**config.mk**
```make
export PLATFORM = sky130hd
export DESIGN_NAME = fullwidth_halfwidth_folder_core
export DESIGN_NICKNAME = d
export VERILOG_FILES = /design/src/wfold_pkg.sv /design/src/wfold_step.sv /design/src/wfold_outq.sv /design/src/fullwidth_halfwidth_folder_core.sv
export SDC_FILE = /design/constraint.sdc
export NUM_CORES = 1
export LEC_CHECK = 0
export ABC_AREA = 1
export BUFFER_PORTS_ARGS = -buffer_cell sky130_fd_sc_hd__buf_2
export CAP_MARGIN = 0
export CORE_MARGIN = 2
export CORE_UTILIZATION = 40
export DETAILED_ROUTE_END_ITERATION = 10
export GPL_TIMING_DRIVEN = 0
export SYNTH_ARGS = -nofsm -noshare
export SYNTH_HDL_FRONTEND = slang
export SYNTH_SLANG_ARGS = --single-unit
```
**constraint.sdc**
```tcl
create_clock -name clk_i -period 7 [get_ports clk_i]
set_clock_uncertainty 0.15 [all_clocks]
set_input_delay 2.1 -clock clk_i [delete_from_list [all_inputs] [get_ports clk_i]]
set_output_delay 2.1 -clock clk_i [all_outputs]
set_load 0.005 [all_outputs]
```
**src/wfold_pkg.sv**
```systemverilog
// wfold_pkg: shared types, constants and lookup functions of the width folder
// depends on nothing; imported by every module of the block
package wfold_pkg;

  // code ranges and special units
  localparam logic [15:0] FwFirst     = 16'hFF01;
  localparam logic [15:0] FwAsciiLast = 16'hFF5E;
  localparam logic [15:0] KanaFirst   = 16'hFF5F;
  localparam logic [15:0] KanaLast    = 16'hFF9F;
  localparam logic [15:0] HangulLast  = 16'hFFDF;
  localparam logic [15:0] MiscFirst   = 16'hFFE0;
  localparam logic [15:0] FwLast      = 16'hFFEE;
  localparam logic [15:0] MarkVoiced  = 16'hFF9E;
  localparam logic [15:0] MarkSemi    = 16'hFF9F;
  localparam logic [15:0] KaFirst     = 16'hFF76;
  localparam logic [15:0] KaLast      = 16'hFF84;
  localparam logic [15:0] HaFirst     = 16'hFF8A;
  localparam logic [15:0] HaLast      = 16'hFF8E;
  localparam logic [15:0] BaseU       = 16'hFF73;
  localparam logic [15:0] BaseWa      = 16'hFF9C;
  localparam logic [15:0] BaseWo      = 16'hFF66;
  localparam logic [15:0] VoicedU     = 16'h30F4;
  localparam logic [15:0] VoicedWa    = 16'h30F7;
  localparam logic [15:0] VoicedWo    = 16'h30FA;
  // fullwidth ascii: c - 0xFF01 + 0x21 == c - 0xFEE0
  localparam logic [15:0] FwAsciiOffset = 16'hFEE0;

  // result queue geometry
  localparam int unsigned QDepth = 4;
  localparam int unsigned QAw    = $clog2(QDepth);

  // halfwidth punctuation and katakana to wide forms
  localparam logic [15:0] NarrowKana [65] = '{
    16'h0028, 16'h0029, 16'h3002, 16'h300C, 16'h300D, 16'h3001, 16'h30FB, 16'h30F2,
    16'h30A1, 16'h30A3, 16'h30A5, 16'h30A7, 16'h30A9, 16'h30E3, 16'h30E5, 16'h30E7,
    16'h30C3, 16'h30FC, 16'h30A2, 16'h30A4, 16'h30A6, 16'h30A8, 16'h30AA, 16'h30AB,
    16'h30AD, 16'h30AF, 16'h30B1, 16'h30B3, 16'h30B5, 16'h30B7, 16'h30B9, 16'h30BB,
    16'h30BD, 16'h30BF, 16'h30C1, 16'h30C4, 16'h30C6, 16'h30C8, 16'h30CA, 16'h30CB,
    16'h30CC, 16'h30CD, 16'h30CE, 16'h30CF, 16'h30D2, 16'h30D5, 16'h30D8, 16'h30DB,
    16'h30DE, 16'h30DF, 16'h30E0, 16'h30E1, 16'h30E2, 16'h30E4, 16'h30E6, 16'h30E8,
    16'h30E9, 16'h30EA, 16'h30EB, 16'h30EC, 16'h30ED, 16'h30EF, 16'h30F3, 16'h3099,
    16'h309A
  };

  localparam logic [15:0] VoicedKa [15] = '{
    16'h30AC, 16'h30AE, 16'h30B0, 16'h30B2, 16'h30B4, 16'h30B6, 16'h30B8, 16'h30BA,
    16'h30BC, 16'h30BE, 16'h30C0, 16'h30C2, 16'h30C5, 16'h30C7, 16'h30C9
  };

  localparam logic [15:0] VoicedHa [5] = '{16'h30D0, 16'h30D3, 16'h30D6, 16'h30D9, 16'h30DC};
  localparam logic [15:0] SemiHa   [5] = '{16'h30D1, 16'h30D4, 16'h30D7, 16'h30DA, 16'h30DD};

  // one result item
  typedef struct packed {
    logic [15:0] out_unit;
    logic        present;
    logic        last_result;
  } res_t;

  // everything one step produces
  typedef struct packed {
    res_t        res0;
    res_t        res1;
    logic        push0;
    logic        push1;
    logic        hold_valid;
    logic [15:0] hold_unit;
  } step_t;

  // misc fullwidth forms, FFE0..FFEE by low nibble
  function automatic logic [15:0] misc_form(input logic [3:0] idx);
    logic [15:0] r;
    case (idx)
      4'h0:    r = 16'h00A2;
      4'h1:    r = 16'h00A3;
      4'h2:    r = 16'h00AC;
      4'h3:    r = 16'h00AF;
      4'h4:    r = 16'h00A6;
      4'h5:    r = 16'h00A5;
      4'h6:    r = 16'h20A9;
      4'h7:    r = 16'hFFE7;
      4'h8:    r = 16'h2502;
      4'h9:    r = 16'h2190;
      4'hA:    r = 16'h2191;
      4'hB:    r = 16'h2192;
      4'hC:    r = 16'h2193;
      4'hD:    r = 16'h25A0;
      4'hE:    r = 16'h25CB;
      default: r = 16'hFFEF;
    endcase
    return r;
  endfunction

  // width fold of a single unit
  function automatic logic [15:0] fold_one(input logic [15:0] c);
    logic [7:0]  kidx;
    logic [15:0] r;
    kidx = c[7:0] - KanaFirst[7:0];
    if (c < FwFirst || c > FwLast)  r = c;
    else if (c <= FwAsciiLast)      r = c - FwAsciiOffset;
    else if (c <= KanaLast)         r = NarrowKana[kidx[6:0]];
    else if (c <= HangulLast)       r = c;
    else                            r = misc_form(c[3:0]);
    return r;
  endfunction

  // katakana base that may take a following mark
  function automatic logic is_base(input logic [15:0] c);
    return (c >= KaFirst && c <= KaLast) || (c >= HaFirst && c <= HaLast) ||
           c == BaseU || c == BaseWa || c == BaseWo;
  endfunction

  // precomposed unit for base and mark, zero when the pair is not listed
  function automatic logic [15:0] merge_pair(input logic [15:0] b, input logic [15:0] m);
    logic [7:0]  ka_idx;
    logic [7:0]  ha_idx;
    logic [15:0] r;
    ka_idx = b[7:0] - KaFirst[7:0];
    ha_idx = b[7:0] - HaFirst[7:0];
    r = '0;
    if (m == MarkVoiced) begin
      if (b >= KaFirst && b <= KaLast)      r = VoicedKa[ka_idx[3:0]];
      else if (b >= HaFirst && b <= HaLast) r = VoicedHa[ha_idx[2:0]];
      else if (b == BaseU)                  r = VoicedU;
      else if (b == BaseWa)                 r = VoicedWa;
      else if (b == BaseWo)                 r = VoicedWo;
    end else if (m == MarkSemi) begin
      if (b >= HaFirst && b <= HaLast)      r = SemiHa[ha_idx[2:0]];
    end
    return r;
  endfunction

endpackage

```
**src/wfold_step.sv**
```systemverilog
// wfold_step: combinational fold of one item against the held katakana base
// depends on wfold_pkg (types and lookup functions)
module wfold_step import wfold_pkg::*; (
  input  logic        held_valid_i,
  input  logic [15:0] held_unit_i,
  input  logic [15:0] code_unit_i,
  input  logic        last_unit_i,
  output step_t       step_o
);

  logic [15:0] merged_unit;
  logic [15:0] held_fold;
  logic [15:0] new_fold;
  logic        merged;
  logic        emit_held;
  logic        is_zero;
  logic        hold_new;
  logic        emit_new;
  logic        marker;

  // decide what this item produces
  always_comb begin
    merged_unit = merge_pair(held_unit_i, code_unit_i);
    held_fold   = fold_one(held_unit_i);
    new_fold    = fold_one(code_unit_i);
    merged      = held_valid_i && (merged_unit != '0);
    emit_held   = held_valid_i && !merged;
    is_zero     = (code_unit_i == '0);
    hold_new    = !merged && !is_zero && is_base(code_unit_i) && !last_unit_i;
    emit_new    = !merged && !is_zero && !hold_new;
    marker      = !merged && !held_valid_i && is_zero && last_unit_i;
  end

  // pack the up to two results
  always_comb begin
    step_o = '0;
    if (merged) begin
      step_o.res0 = '{out_unit: merged_unit, present: 1'b1, last_result: last_unit_i};
    end else if (emit_held) begin
      step_o.res0 = '{out_unit: held_fold, present: 1'b1,
                      last_result: is_zero && last_unit_i};
    end else if (marker) begin
      step_o.res0 = '{out_unit: 16'h0000, present: 1'b0, last_result: 1'b1};
    end else begin
      step_o.res0 = '{out_unit: new_fold, present: 1'b1, last_result: last_unit_i};
    end
    step_o.res1       = '{out_unit: new_fold, present: 1'b1, last_result: last_unit_i};
    step_o.push0      = merged || emit_held || marker || emit_new;
    step_o.push1      = emit_held && emit_new;
    step_o.hold_valid = hold_new;
    step_o.hold_unit  = code_unit_i;
  end

endmodule

```
**src/wfold_outq.sv**
```systemverilog
// wfold_outq: small result queue, takes up to two items a cycle, gives one
// depends on wfold_pkg (res_t, queue geometry)
module wfold_outq import wfold_pkg::*; (
  input  logic clk_i,
  input  logic rst_ni,
  input  logic push0_i,
  input  logic push1_i,
  input  res_t res0_i,
  input  res_t res1_i,
  output logic space_o,
  output logic out_valid_o,
  input  logic out_ready_i,
  output res_t head_o
);

  res_t             mem_q [QDepth];
  logic [QAw-1:0]   wr_ptr_q, wr_ptr_d;
  logic [QAw-1:0]   rd_ptr_q, rd_ptr_d;
  logic [QAw:0]     count_q, count_d;
  logic [QAw-1:0]   wr_ptr_nxt;
  logic             pop;

  assign out_valid_o = (count_q != '0);
  assign pop         = out_valid_o && out_ready_i;
  assign head_o      = mem_q[rd_ptr_q];
  // room for the worst case of two results
  assign space_o     = (count_q <= (QAw+1)'(QDepth - 2));
  assign wr_ptr_nxt  = wr_ptr_q + QAw'(1);

  // pointer and fill bookkeeping
  always_comb begin
    wr_ptr_d = wr_ptr_q + QAw'(push0_i) + QAw'(push1_i);
    rd_ptr_d = rd_ptr_q + QAw'(pop);
    count_d  = count_q + (QAw+1)'(push0_i) + (QAw+1)'(push1_i) - (QAw+1)'(pop);
  end

  always_ff @(posedge clk_i or negedge rst_ni) begin
    if (!rst_ni) begin
      wr_ptr_q <= '0;
      rd_ptr_q <= '0;
      count_q  <= '0;
    end else begin
      wr_ptr_q <= wr_ptr_d;
      rd_ptr_q <= rd_ptr_d;
      count_q  <= count_d;
    end
  end

  // storage, no reset
  always_ff @(posedge clk_i) begin
    if (push0_i) begin
      mem_q[wr_ptr_q] <= res0_i;
    end
    if (push1_i) begin
      mem_q[wr_ptr_nxt] <= res1_i;
    end
  end

  // second write slot only used together with the first
  a_push_order: assert property (@(posedge clk_i) disable iff (!rst_ni)
    push1_i |-> push0_i)
    else $error("second result pushed without first");

  // writes only land when there was room for two
  a_no_overflow: assert property (@(posedge clk_i) disable iff (!rst_ni)
    push0_i |-> space_o)
    else $error("result queue written without room");

  // fill level tracks pushes and pops
  a_count_track: assert property (@(posedge clk_i) disable iff (!rst_ni)
    (!push0_i && !pop) |=> count_q == $past(count_q))
    else $error("result queue count moved without traffic");

endmodule

```
**src/fullwidth_halfwidth_folder_core.sv**
```systemverilog
// fullwidth_halfwidth_folder_core: top level of the unicode width folder
// depends on wfold_pkg, wfold_step and wfold_outq
//
// Takes one UTF-16 code unit per cycle and emits the width-folded stream:
// fullwidth ascii becomes ascii, halfwidth katakana and punctuation become
// wide forms, a katakana base followed by a listed (semi-)voicing mark is
// merged into one precomposed unit, misc fullwidth forms are mapped, zero
// units are dropped. An item is registered on input and then folded into a
// four-entry result queue once the queue has room for two results; a result
// is offered on the output from the head of that queue. One item is accepted
// per cycle while results drain at least as fast as they arrive; an item
// that yields two results (a held base that does not merge, plus the new
// unit) puts one extra result into the queue, and the input stalls only
// when an item waits in the input register and the queue lacks room for two
// results. A mergeable base that is not the last unit waits for the next
// unit before its result is emitted; a string that ends with nothing to
// carry the last flag gets an end marker with present low.
module fullwidth_halfwidth_folder_core import wfold_pkg::*; (
  input  logic        clk_i,
  input  logic        rst_ni,
  input  logic        in_valid_i,
  output logic        in_ready_o,
  input  logic [15:0] code_unit_i,
  input  logic        last_unit_i,
  output logic        out_valid_o,
  input  logic        out_ready_i,
  output logic [15:0] out_unit_o,
  output logic        present_o,
  output logic        last_result_o
);

  logic        s1_valid_q, s1_valid_d;
  logic [15:0] s1_unit_q;
  logic        s1_last_q;
  logic        held_valid_q, held_valid_d;
  logic [15:0] held_unit_q, held_unit_d;
  logic        space;
  logic        proc;
  logic        in_acc;
  step_t       step;
  res_t        head;

  // input stage handshake
  assign proc       = s1_valid_q && space;
  assign in_ready_o = !s1_valid_q || proc;
  assign in_acc     = in_valid_i && in_ready_o;

  always_comb begin
    s1_valid_d = s1_valid_q;
    if (in_acc) begin
      s1_valid_d = 1'b1;
    end else if (proc) begin
      s1_valid_d = 1'b0;
    end
  end

  always_ff @(posedge clk_i or negedge rst_ni) begin
    if (!rst_ni) begin
      s1_valid_q <= 1'b0;
    end else begin
      s1_valid_q <= s1_valid_d;
    end
  end

  // input payload register
  always_ff @(posedge clk_i) begin
    if (in_acc) begin
      s1_unit_q <= code_unit_i;
      s1_last_q <= last_unit_i;
    end
  end

  // fold logic
  wfold_step u_step (
    .held_valid_i (held_valid_q),
    .held_unit_i  (held_unit_q),
    .code_unit_i  (s1_unit_q),
    .last_unit_i  (s1_last_q),
    .step_o       (step)
  );

  // lookahead base register
  always_comb begin
    held_valid_d = held_valid_q;
    held_unit_d  = held_unit_q;
    if (proc) begin
      held_valid_d = step.hold_valid;
      if (step.hold_valid) begin
        held_unit_d = step.hold_unit;
      end
    end
  end

  always_ff @(posedge clk_i or negedge rst_ni) begin
    if (!rst_ni) begin
      held_valid_q <= 1'b0;
      held_unit_q  <= '0;
    end else begin
      held_valid_q <= held_valid_d;
      held_unit_q  <= held_unit_d;
    end
  end

  // result queue
  wfold_outq u_outq (
    .clk_i       (clk_i),
    .rst_ni      (rst_ni),
    .push0_i     (proc && step.push0),
    .push1_i     (proc && step.push1),
    .res0_i      (step.res0),
    .res1_i      (step.res1),
    .space_o     (space),
    .out_valid_o (out_valid_o),
    .out_ready_i (out_ready_i),
    .head_o      (head)
  );

  assign out_unit_o    = head.out_unit;
  assign present_o     = head.present;
  assign last_result_o = head.last_result;

  // nothing stays held past the end of a string
  a_last_clears_hold: assert property (@(posedge clk_i) disable iff (!rst_ni)
    (proc && s1_last_q) |=> !held_valid_q)
    else $error("base still held after last item");

  // only a katakana base is ever held
  a_held_is_base: assert property (@(posedge clk_i) disable iff (!rst_ni)
    held_valid_q |-> is_base(held_unit_q))
    else $error("held unit is not a mergeable base");

  // an item that produces nothing must leave a base held
  a_silent_holds: assert property (@(posedge clk_i) disable iff (!rst_ni)
    (proc && !step.push0 && s1_unit_q != '0) |=> held_valid_q)
    else $error("item dropped without being held");

endmodule

```
==> parameters.txt <==
Parameter                              Value

Status
  Outcome    finished, final reports clean

Clock tree
  TritonCTS clock tree    done
  CTS sink cnt    between 100 and 150
  Post CTS Setup Buffer Count    0
  CTS H-tree depth    4
  Clock root buffer    clkbuf_16
  Latest clock arrival within the worst-skew pair    about 0.43 ns
  Clock-pin slew reported for the worst setup and hold paths after clock tree synthesis    approximately 0.070 ns
  Number of buffers added to fix hold violations after cts    0
  Number of buffers between clock root and the deepest sink    2
  Total clock buffers created by CTS    17
  Number of cells upsized or downsized after cts    0

Hold path
  Hold path endpoint    u_outq.mem_q[2][1]
  Hold Path Origin    u_outq.mem_q[2][1]
  Hold Crit Class    flip-flop to flip-flop
  Hold-critical path depth    2

Layout
  Final-layout fill cell count    2612
  End-of-flow core utilization    a little under half
  Ratio of cells with drive above 1 in the final layout    just over 10%
  Antenna cells    0
  Post-layout instance count excluding filler cells    between 1.5k and 2k
  Area occupied by multi-input gates    around 5900 um2
  Synth-to-layout area growth    12.1%
  Sequential cell area in the final layout    3500 um2
  # nets final    ~1.6k
  Post-route cell area    approximately 11000 um2

Power and ir drop
  Worst voltage drop across the vdd grid    0.000188 V
  Design Power    between 3 and 4 mW
  LEAKAGE    5.13 nW
  Power per unit of standard cell area    ~310 nW/um2

Worst setup path
  Worst setup path start    u_outq.rd_ptr_q[0]
  Worst reg2reg startpoint    s1_unit_q[0]
  Crit Path Category    flip-flop to output pin
  Element type at the critical path start    flip-flop
  Required time at the endpoint of the critical path    4.75 ns
  Setup crit end kind    output pin
  Reg2reg end    u_outq.mem_q[2][15]
  Arrival @ worst endpoint    2.61 ns
  Path depth of the worst reg2reg path    13
  Worst reg2reg setup slack    between 2 and 2.5 ns
  Highest net fanout along the worst path    10

Synth
  Post-synth top flop    edfxtp_1
  Syn Inst Count    1487
  Number of warnings reported in the yosys synthesis log    0
  Netlist cell types    51
  Synthesized area    a little over 10000 um2
  Number of register bits inferred by synthesis    approximately 130
  Average cell area after synthesis    between 6 and 7 um2
  Net Count, Synth    1560
  Number of synthesized flops with an enable pin    between 80 and 90
  Proportion of synthesized chip area in sequential cells    about a third
  Share of async-settable or async-resettable flops after synthesis    19.8%

Timing
  Fin. max-slew vios    0
  Tightest slew margin relative to the limit    around a third
  Achievable frequency    around 210 MHz
  Final critical-path required period    around 4.9 ns
  # setup viols final    0
  Minimum hold slack    around 0.31 ns
  Slew @ Worst Pin    approximately 1 ns
  Number of endpoints with negative hold slack in the final report    0
  Final cycle utilization of the critical path    69.5%
  Unrepaired setup endpoints after global routing    no
  Setup total negative slack    0 ns
  Slack of the critical path    ~2.1 ns

Routing
  Antenna-violating nets left    0
  Routed wire length    33700 um
  Via count    10.6k
  Average via count per standard cell    ~5.6
  Residual DRC    0
  Number of DRC violations after detailed-routing iteration 0    ~1.1k
  Detailed Routing Iterations Pass 1    6
  Wire length per cell    17.8 um

GRT
  Vias in the first global route    9900
  Total global-route track usage    25.8%
  Wire length of the first global-routing pass    about 54000 um
  Maximum number of pins on one net before global-route repair    26
  Final global-route overflow total    0
  Number of antenna violations at the first check in global routing    0

Floorplanning
  Die ar.    about 27000 um2
  Total number of placement rows    58
  Starting Density    40.6%
  Area of the core region    about 25000 um2
  Die extent in y    about 160 um
  Io pins    approximately 40
  Width of the chip    between 150 and 200 um

Run
  Reported max-cap violation count    0

Placed design
  RD Place Congestion    around 0.97
  Worst setup slack after placement    approximately 2.5 ns
  Detailed placer's ending HPWL    about 25000 um
  Placed cell areas    approximately 11000 um2
  IO Port Bufs    40
  Cells after DPL    roughly 1.9k
## cell families (layout without fill, tap and decap cells)
family          Yosys count  after routing  share of synthesized area, %
fa+ha+maj                52             52                          6.62
compound gates          240            240                          12.9
simple gates            869            869                          37.4
buf+inv                 190            262                          7.87
flops                   126            126                          34.4
xor+xnor                 10             10                         0.862
## flip-flops by register name, indices dropped and copies added, names as in the netlist, named ones only
name,count
u_outq.rd_ptr_q,2
u_outq.count_q,3
s1_valid_q,1
s1_unit_q,16
held_unit_q,16
s1_last_q,1
held_valid_q,1
u_outq.wr_ptr_q,2
u_outq.mem_q,72
## placed cells by master (no fill, tap or decap), types with 8 or more instances in the layout
cell type  instances
nand2_2            8
o22ai_1           19
nand4_1           15
clkbuf_1          23
edfxtp_1          85
dfxtp_1           16
nand3_1          231
inv_1            107
nor2_1           183
o21ai_0          118
nor3_1            10
o211ai_1          16
dfrtp_1           25
a21oi_1           34
nand2_1          389
ha_1              49
o21ai_1           39
clkbuf_16         17
inv_2             13
buf_2             68
## report_power, final
| group | internal, mW | leakage, nW | switching, mW |
|---|---|---|---|
| logic | 0.447 | 3.59 | 1.10 |
| registers | 0.999 | 1.25 | 0.0813 |
| clock network | 0.548 | 0.295 | 0.386 |
| total | 1.99 | 5.13 | 1.56 |
## worst max-delay path by stage
stage | end | cells after the start
2_1_floorplan | u_outq.count_q[1] | 17
3_3_place_gp | u_outq.mem_q[2][7] | 13
4_1_cts | out_unit_o[1] | 6
5_1_grt | out_unit_o[1] | 6
3_5_place_dp | u_outq.mem_q[2][6] | 13
6_report | out_unit_o[12] | 6
## cell usage after synthesis, types with 10 or more instances
| cell type | count | area [um2] |
|---|---|---|
| o21ai_0 | 118 | 591 |
| nand2_1 | 389 | 1460 |
| ha_1 | 49 | 613 |
| o211ai_1 | 16 | 120 |
| nand3_1 | 231 | 1160 |
| o21ai_1 | 39 | 195 |
| buf_2 | 28 | 140 |
| dfrtp_1 | 25 | 626 |
| edfxtp_1 | 85 | 2550 |
| nor2_1 | 183 | 687 |
| clkbuf_1 | 23 | 86.3 |
| o22ai_1 | 19 | 119 |
| a21oi_1 | 34 | 170 |
| inv_1 | 107 | 402 |
| dfxtp_1 | 16 | 320 |
| nor3_1 | 10 | 50.1 |
| nand4_1 | 15 | 93.8 |
| inv_2 | 13 | 48.8 |
## critical path, cell delays in order, from the launching register on
cell      delay [ns]
dfrtp_1         0.36
clkbuf_1        0.45
clkinv_1        0.47
clkbuf_1        0.41
o21ai_0         0.27
o22ai_1         0.09
buf_2           0.13
## layout make-up
class / instances / share of cell area, %
buffer: 63 / 2.82
clock buffer: 18 / 3.86
clock inverter: 14 / 1.52
inverter: 127 / 4.20
multi-input combinational: 1171 / 51.5
sequential: 126 / 30.7
tap: 330 / 3.63
timing repair buffer: 40 / 1.76
## layer usage
metal | GRT usage (%) | wire length (um) | vias to the layer above
met5 | 0 | 0 | -
met4 | 8.93 | 954 | 0
met3 | 4.19 | 2700 | 68
met2 | 41.6 | 15400 | 494
met1 | 35.2 | 14600 | 4922
li1 | - | - | 5121
(Power assumes the default switching activity.)
